==> config.mk <==
export PLATFORM = sky130hd
export DESIGN_NAME = ugcd_front
export DESIGN_NICKNAME = d
export VERILOG_FILES = /design/src/rtl/core/undirected_graph_cycle_detect_assert.svh /design/src/rtl/core/ugcd_pkg.sv /design/src/rtl/core/ugcd_front.sv
export SDC_FILE = /design/constraint.sdc
export NUM_CORES = 1
export LEC_CHECK = 0
export BUFFER_PORTS_ARGS = -buffer_cell sky130_fd_sc_hd__buf_4
export CAP_MARGIN = 15
export CORE_MARGIN = 3
export CORE_UTILIZATION = 52
export DETAILED_ROUTE_END_ITERATION = 16
export GPL_ROUTABILITY_DRIVEN = 0
export PLACE_DENSITY = 0.82
export SLEW_MARGIN = 0
export SYNTH_ARGS = -nofsm -noshare
export SYNTH_HDL_FRONTEND = slang
export SYNTH_SLANG_ARGS = --single-unit
==> constraint.sdc <==
create_clock -name clk_i -period 5.1 [get_ports clk_i]
set_clock_uncertainty 0.2 [all_clocks]
set_input_delay 0.255 -clock clk_i [delete_from_list [all_inputs] [get_ports clk_i]]
set_output_delay 0.255 -clock clk_i [all_outputs]
set_load 0.02 [all_outputs]
==> src/rtl/core/undirected_graph_cycle_detect_assert.svh <==
// Assertion macros for the cycle detector; clocked on clk_i, off while rst_ni is low.
`ifndef UNDIRECTED_GRAPH_CYCLE_DETECT_ASSERT_SVH
`define UNDIRECTED_GRAPH_CYCLE_DETECT_ASSERT_SVH
`ifndef SYNTH
`define UGCD_ASSERT(label, expr, msg) \
  label: assert property (@(posedge clk_i) disable iff (!rst_ni) (expr)) else $error(msg);
`define UGCD_ASSERT_IMP(label, ante, cons, msg) \
  label: assert property (@(posedge clk_i) disable iff (!rst_ni) (ante) |-> (cons)) \
    else $error(msg);
`else
`define UGCD_ASSERT(label, expr, msg)
`define UGCD_ASSERT_IMP(label, ante, cons, msg)
`endif
`endif

==> src/rtl/core/ugcd_pkg.sv <==
package ugcd_pkg;

  localparam int NODES   = 64;
  localparam int ID_W    = $clog2(NODES);
  localparam int IN_ID_W = 10;

  // queue depth, power of two so the pointers wrap naturally
  localparam int QDEPTH = 2;
  localparam int QPTR_W = $clog2(QDEPTH);
  localparam int QCNT_W = $clog2(QDEPTH + 1);

  localparam logic REQ_ADD   = 1'b0;
  localparam logic REQ_CLEAR = 1'b1;

  typedef logic [ID_W-1:0]  id_t;
  typedef logic [NODES-1:0] row_t;

  typedef enum logic [1:0] {
    K_EDGE  = 2'd0,
    K_CLEAR = 2'd1,
    K_RANGE = 2'd2
  } req_kind_e;

  typedef struct packed {
    req_kind_e kind;
    id_t       a;
    id_t       b;
  } ugcd_entry_t;

  typedef struct packed {
    logic        valid;
    ugcd_entry_t entry;
  } ugcd_q_t;

  typedef struct packed {
    logic [QCNT_W-1:0] count;
    logic              full;
  } ugcd_qstat_t;

  typedef struct packed {
    logic cycle;
    logic clearing;
  } ugcd_bstat_t;

endpackage

==> src/rtl/core/ugcd_front.sv <==
module ugcd_front (
  input  logic                 clk_i,
  input  logic                 rst_ni,
  input  logic                 in_valid_i,
  output logic                 in_stall_o,
  input  logic                 req_type_i,
  input  logic [9:0]           from_node_i,
  input  logic [9:0]           to_node_i,
  output ugcd_pkg::ugcd_q_t     q_o,
  input  logic                 q_pop_i,
  output ugcd_pkg::ugcd_qstat_t status_o
);
  import ugcd_pkg::*;

  ugcd_entry_t       mem_q [QDEPTH];
  logic [QPTR_W-1:0] wr_ptr_q, wr_ptr_d, rd_ptr_q, rd_ptr_d;
  logic [QCNT_W-1:0] cnt_q, cnt_d;
  ugcd_entry_t       ent;
  logic              push, pop, full, bad_range;

  // range check on ids zero-extended one bit wider than the inputs
  assign bad_range = ({1'b0, from_node_i} >= (IN_ID_W + 1)'(NODES)) ||
                     ({1'b0, to_node_i}   >= (IN_ID_W + 1)'(NODES));

  always_comb begin
    ent.a = from_node_i[ID_W-1:0];
    ent.b = to_node_i[ID_W-1:0];
    if (req_type_i == REQ_CLEAR) begin
      ent.kind = K_CLEAR;
    end else if (bad_range) begin
      ent.kind = K_RANGE;
    end else begin
      ent.kind = K_EDGE;
    end
  end

  assign full       = (cnt_q == QCNT_W'(QDEPTH));
  assign in_stall_o = full;
  assign push       = in_valid_i && !full;
  assign pop        = q_pop_i && (cnt_q != '0);

  always_comb begin
    wr_ptr_d = push ? wr_ptr_q + 1'b1 : wr_ptr_q;
    rd_ptr_d = pop  ? rd_ptr_q + 1'b1 : rd_ptr_q;
    cnt_d    = cnt_q + QCNT_W'(push) - QCNT_W'(pop);
  end

  always_ff @(posedge clk_i or negedge rst_ni) begin
    if (!rst_ni) begin
      wr_ptr_q <= '0;
      rd_ptr_q <= '0;
      cnt_q    <= '0;
    end else begin
      wr_ptr_q <= wr_ptr_d;
      rd_ptr_q <= rd_ptr_d;
      cnt_q    <= cnt_d;
    end
  end

  always_ff @(posedge clk_i) begin
    if (push) begin
      mem_q[wr_ptr_q] <= ent;
    end
  end

  assign q_o.valid       = (cnt_q != '0);
  assign q_o.entry       = mem_q[rd_ptr_q];
  assign status_o.count  = cnt_q;
  assign status_o.full   = full;

endmodule

==> impl_metrics.env, run 1 <==
export IMPL_cp_end_kind="output port"
export IMPL_finalWirelength_mm=2.39
export IMPL_fin_nets=155
export IMPL_final_cell_area_um2=1820
export IMPL_r2r_end="cnt_q[1]$_DFF_PN0_"
export IMPL_clock_sinks=32
export IMPL_startpoint="rd_ptr_q$_DFFE_PN0P_"
export IMPL_design_die_area_um2=3100
export IMPL_drv_cap=0
export IMPL_num_vias=771
export IMPL_postLayoutCoreUtil_pct=80.1
export IMPL_first_pass_iters=3
export IMPL_clkLatencyLatePin_ns=0.32
export IMPL_die_h_um=55.6
export IMPL_wl_per_cell_um=15.2
export IMPL_worst_slew_pin_slew_ns=0.804
export IMPL_yosysMostFrequentCell="edfxtp_1"
export IMPL_diodes=0
export IMPL_rows=17
export IMPL_avgSynthCellArea_um2=19.4
export IMPL_grt_total_usage_pct=17.4
export IMPL_core_um2=2280
export IMPL_synth_top_area_share_pct=65.6
export IMPL_synth_edf_count=28
export IMPL_overflow=0
export IMPL_synth_flop_cell="edfxtp_1"
export IMPL_p_clk_share_pct=14.8
export IMPL_dp_hpwl_mm=1.55
export IMPL_grt_pass1_vias=797
export IMPL_netlist_area_um2=1280
export IMPL_crit_arrival_ns=1.77
export IMPL_drt_iter0_markers=15
export IMPL_cp_max_fo=15
export IMPL_status="finished, final reports clean"
export IMPL_startpoint_type="flop"
export IMPL_power_per_cell_area_nw_per_um2=534
export IMPL_critical_path_class="reg2out"
export IMPL_antenna_found_initial=0
export IMPL_clk_pin_slew_worst_paths_ns=0.09
export IMPL_max_freq_mhz=448
export IMPL_grt_max_degree=16
export IMPL_hp_class="in2reg"
export IMPL_async_flop_share_pct=12.5
export IMPL_peakVddDrop_uv=418
export IMPL_switchingPower_mw=0.326
export IMPL_syn_nets=93
export IMPL_internal_power_mw=0.648
export IMPL_synthCells=66
export IMPL_comb_power_share_pct=42.4
export IMPL_finalMaxSlewViolations=0
export IMPL_port_buffers=43
export IMPL_setup_tns_ns=0
export IMPL_cts_setup_buffers=0
export IMPL_crit_path_end="q_o[11]"
export IMPL_rsz0062_at_grt="no"
export IMPL_drc_errors=0
export IMPL_fill_cells=116
export IMPL_synth_top_cell_by_area="edfxtp_1"
export IMPL_r2r_slack_ns=3.17
export IMPL_timing_hold_violations_final=0
export IMPL_grt_pass1_wl_mm=3.91
export IMPL_setup_violations=0
export IMPL_cts_root_buffer="clkbuf_4"
export IMPL_post_place_ws_ns=2.95
export IMPL_cts_buffer_depth=2
export IMPL_initial_utilization_pct=56.3
export IMPL_drive_gt1_share_pct=51.2
export IMPL_synth_seq_area_share_pct=73.4
export IMPL_htree_num_levels=2
export IMPL_post_dp_cell_area_um2=1610
export IMPL_io_pins=44
export IMPL_min_period_over_period_pct=43.7
export IMPL_cts_tree="done"
export IMPL_synth_warning_count=0
export IMPL_synth_seq_cells=32
export IMPL_fin_ws_ns=2.87
export IMPL_seq_power_share_pct=42.7
export IMPL_reg2regPathDepth=7
export IMPL_synth_cell_types=18
export IMPL_syn2layout_area_growth_pct=42.3
export IMPL_cts_buffers=5
export IMPL_ys_top_cells_by_area="edfxtp_1, mux2_4, dfrtp_1"
export IMPL_synth_top_cells_by_count="edfxtp_1, mux2_4, mux2_2, dfrtp_1, xnor2_1"
export IMPL_cp_data_required_time_ns=4.64
export IMPL_die_x_um=55.6
export IMPL_power_leakage_nw=0.767
export IMPL_fin_crit_ns=2.23
export IMPL_relSlewSlack_pct=46.4
export IMPL_antenna_left=0
export IMPL_switching_share_pct=33.5
export IMPL_via_per_inst=4.91
export IMPL_r2r_start="cnt_q[1]$_DFF_PN0_"
cell families (layout without fill, tap and decap cells):
kind of cell	count (synthesis)	count (layout)	synth area share, %
compound gates	1	1	0.390
buf+inv	5	68	2.64
fa+ha+maj	2	2	1.95
flops	32	32	73.4
xor+xnor	4	4	2.73
simple gates	8	8	3.91
mux	14	14	14.9
power groups by stage:
stage	registers, mW	logic [mW]	clock network, mW
floorplan	0.398	0.285	0
global placement	0.418	0.393	0
detailed placement	0.422	0.403	0
CTS	0.417	0.411	0.148
global route	0.427	0.438	0.164
finish	0.416	0.413	0.144
cells in the final DEF (no fill, tap or decap):
cell / count
nor2_1: 1
dfrtp_1: 4
clkbuf_4: 5
clkbuf_8: 1
a21oi_1: 1
buf_6: 1
ha_1: 2
and3_1: 1
mux2_2: 5
nor4_1: 2
dlygate4sd3_1: 14
nand2_1: 1
clkbuf_1: 2
mux2_4: 9
and2_4: 1
xnor2_1: 3
xor2_1: 1
inv_1: 2
nand2b_1: 1
buf_4: 43
or2_4: 1
edfxtp_1: 28
per-stage QoR:
step,hold WS [ns],cells,total power [mW]
after CTS,0.0253,156,0.976
after detailed placement,-0.144,134,0.824
after floorplan,-0.241,66,0.683
final,0.0323,157,0.974
after global routing,0.0115,157,1.03
after global placement,-0.147,134,0.811
worst max-delay path, cell delays in order, from the launching register on:
cell and delay (ns):
dfrtp_1 0.88, mux2_2 0.42, buf_4 0.16
routing by layer:
layer  up-vias  wire (µm)  GRT usage (%)
met5         -          0              0
met3         9        137           5.57
met2        30       1250           27.7
li1        373          -              -
met4         0         90           11.8
met1       359        906           19.9
worst min path at each step:
stage | startpoint | end | slack (ns) | cells past startpoint
4_1_cts | q_pop_i | rd_ptr_q$_DFFE_PN0P_ | 0.03 | 3
5_1_grt | q_pop_i | rd_ptr_q$_DFFE_PN0P_ | 0.01 | 3
6_report | q_pop_i | rd_ptr_q$_DFFE_PN0P_ | 0.03 | 3
2_1_floorplan | rst_ni | cnt_q[0]$_DFF_PN0_ | -0.24 | 0
3_3_place_gp | rst_ni | cnt_q[0]$_DFF_PN0_ | -0.15 | 1
3_5_place_dp | rst_ni | cnt_q[0]$_DFF_PN0_ | -0.14 | 1
area by class of cell:
| cell class | count | area, µm² | area share, % |
|---|---|---|---|
| Sequential cell | 32 | 941 | 51.6 |
| Timing Repair Buffer | 58 | 474 | 26.0 |
| Multi-Input combinational cell | 29 | 307 | 16.8 |
| Clock buffer | 8 | 58.8 | 3.23 |
| Tap cell | 28 | 35.0 | 1.92 |
| Inverter | 2 | 7.51 | 0.412 |
flip-flops by register name, summed over array words and instances (netlist names):
name / cells
cnt_q: 2
mem_q: 28
wr_ptr_q: 1
rd_ptr_q: 1
what timing repair did:
action | in CTS | in global routing
endpoints found under the hold margin | 30 | 0
gates resized for setup | 0 | 0
hold buffers | 14 | 0
Power figures use the tool's default switching activity.
==> run 2, diff against run 1 <==
- CORE_UTILIZATION: 52 -> 48
- PLACE_DENSITY: 0.82 -> 0.77
- clock period: 5.1 -> 2.15 ns (I/O delays scaled with it)
==> run 2 against run 1 <==
Effect of this change:
- count of clock-buffer cells in the layout fell by 1
- clock power rose by 110%
- die area rose by 7.4%
- via count is 2.1% higher
- largest power group is now combinational cells
==> impl_metrics.env, run 2 (synthesis results as in run 1) <==
export IMPL_status="finished, final reports clean"
export IMPL_worstPathCellList="or2_4, and2_4, ha_1, inv_1, ha_1, xnor2_1, xnor2_1"
export IMPL_cts_buffers=5
export IMPL_post_place_ws_ns=0.232
export IMPL_crit_arrival_ns=2.01
export IMPL_dp_hpwl_mm=1.60
export IMPL_reg_top3="mem_q (28), cnt_q (2)"
export IMPL_hp_class="in2reg"
export IMPL_post_dp_cell_area_um2=1640
export IMPL_worst_slew_pin_slew_ns=0.248
export IMPL_fin_crit_ns=1.97
export IMPL_cts_buffer_depth=2
export IMPL_cts_tree="done"
export IMPL_design_die_area_um2=3330
export IMPL_die_x_um=57.7
export IMPL_min_to="mem_q[1][13]$_DFFE_PP_"
export IMPL_core_um2=2500
export IMPL_overflow=0
export IMPL_whs_path_depth=3
export IMPL_setup_violations=0
export IMPL_fill_cells=179
export IMPL_clkLatencyLatePin_ns=0.31
export IMPL_diodes=0
export IMPL_drv_cap=0
export IMPL_finalWirelength_mm=2.41
export IMPL_first_pass_iters=2
export IMPL_ctsResizeCount=0
export IMPL_grt_pass1_vias=854
export IMPL_hp_start="to_node_i[9]"
export IMPL_rsz0062_at_grt="no"
export IMPL_antenna_found_initial=0
export IMPL_timing_hold_violations_final=0
export IMPL_drt_iter0_markers=4
export IMPL_grt_pass1_wl_mm=3.89
export IMPL_postCtsHoldBufs=17
export IMPL_antenna_left=0
export IMPL_dp_cells=139
export IMPL_clock_sinks=32
export IMPL_drive_gt1_share_pct=50.0
export IMPL_clk_pin_slew_worst_paths_ns=0.09
export IMPL_initial_utilization_pct=51.3
export IMPL_cp_max_fo=4
export IMPL_power_leakage_nw=0.783
export IMPL_cts_root_buffer="clkbuf_4"
export IMPL_reg2regPathDepth=7
export IMPL_wl_per_cell_um=14.7
export IMPL_r2r_end="cnt_q[1]$_DFF_PN0_"
export IMPL_critical_path_class="reg2reg"
export IMPL_final_cell_area_um2=1860
export IMPL_cp_data_required_time_ns=2.18
export IMPL_port_buffers=43
export IMPL_min_period_over_period_pct=91.9
export IMPL_relSlewSlack_pct=83.3
export IMPL_grt_max_degree=15
export IMPL_htree_num_levels=2
export IMPL_final_common_cell="buf_4"
export IMPL_grt_total_usage_pct=16.2
export IMPL_stdcell_count=164
export IMPL_io_pins=44
export IMPL_max_stage_delay_ns=0.43
export IMPL_startpoint_type="flop"
export IMPL_power_per_cell_area_nw_per_um2=1230
export IMPL_largest_reg_flops=28
export IMPL_num_vias=787
export IMPL_peakVddDrop_uv=1320
export IMPL_cts_setup_buffers=0
export IMPL_finalMaxSlewViolations=0
export IMPL_setup_tns_ns=0
export IMPL_die_h_um=57.7
export IMPL_max_freq_mhz=506
export IMPL_fin_ws_ns=0.175
export IMPL_crit_path_top_delay_cell="dfrtp_1"
export IMPL_largest_register="mem_q"
export IMPL_syn2layout_area_growth_pct=44.9
export IMPL_r2r_slack_ns=0.18
export IMPL_fin_nets=160
export IMPL_rows=18
export IMPL_drc_errors=0
export IMPL_final_cell_mix="buf_4, edfxtp_1, dlygate4sd3_1, mux2_4"
export IMPL_r2r_start="cnt_q[1]$_DFF_PN0_"
export IMPL_via_per_inst=4.80
export IMPL_cp_end_kind="flop"
## run 2: cell count changes in the layout (fill, tap and decap cells not counted), sizes merged
cell         before  now
clkinv            0    1
dlygate4sd3      14   17
clkbuf            8    7
buf              44   46
## run 2: worst max-delay path: cells and delay by family, from the launching register on
family,cells,cell delay [ns]
buffers and inverters,1,0.04
flip-flops,1,0.43
adder cells (fa/ha/maj),2,0.45
AND/OR/NAND/NOR,2,0.44
XOR/XNOR,2,0.33
## run 2: stage by stage
step | power (mW) | hold WS (ns) | utilization [%]
2_1_floorplan | 1.62 | -0.388 | -
3_3_place_gp | 1.95 | -0.295 | 65.5
3_5_place_dp | 1.98 | -0.292 | 65.5
4_1_cts | 2.30 | 0.0333 | 74.3
5_1_grt | 2.42 | 0.0435 | 74.3
6_report | 2.28 | 0.0351 | 74.3
## run 2: cell type report
cell class,instances,area [µm²],share of cell area [%]
Timing Repair Buffer,63,515,27.8
Sequential cell,32,941,50.7
Clock inverter,1,3.75,0.202
Inverter,2,7.51,0.404
Tap cell,30,37.5,2.02
Clock buffer,7,45.0,2.43
Multi-Input combinational cell,29,307,16.5
## run 2: metal layers
layer / global-route usage [%] / vias up / wire length [µm]
met5: 0 / - / 0
met3: 4.01 / 5 / 132
met1: 19.7 / 372 / 990
met2: 28.1 / 30 / 1260
li1: - / 380 / -
met4: 5.96 / 0 / 31
## run 2: where the power goes
| part | switching (mW) | internal [mW] | total (mW) | leakage [nW] |
|---|---|---|---|---|
| registers | 0.0650 | 0.860 | 0.925 | 0.307 |
| clock network | 0.174 | 0.126 | 0.300 | 0.0269 |
| logic | 0.527 | 0.532 | 1.06 | 0.450 |
## run 2: worst max path at each step
stage	from	endpoint	slack, ns	cells past startpoint
global placement	cnt_q[1]$_DFF_PN0_	cnt_q[1]$_DFF_PN0_	0.30	7
global route	cnt_q[1]$_DFF_PN0_	cnt_q[1]$_DFF_PN0_	0.1	7
floorplan	cnt_q[1]$_DFF_PN0_	cnt_q[1]$_DFF_PN0_	0.17	7
finish	cnt_q[1]$_DFF_PN0_	cnt_q[1]$_DFF_PN0_	0.18	7
detailed placement	cnt_q[1]$_DFF_PN0_	cnt_q[1]$_DFF_PN0_	0.23	7
CTS	cnt_q[1]$_DFF_PN0_	cnt_q[1]$_DFF_PN0_	0.20	7
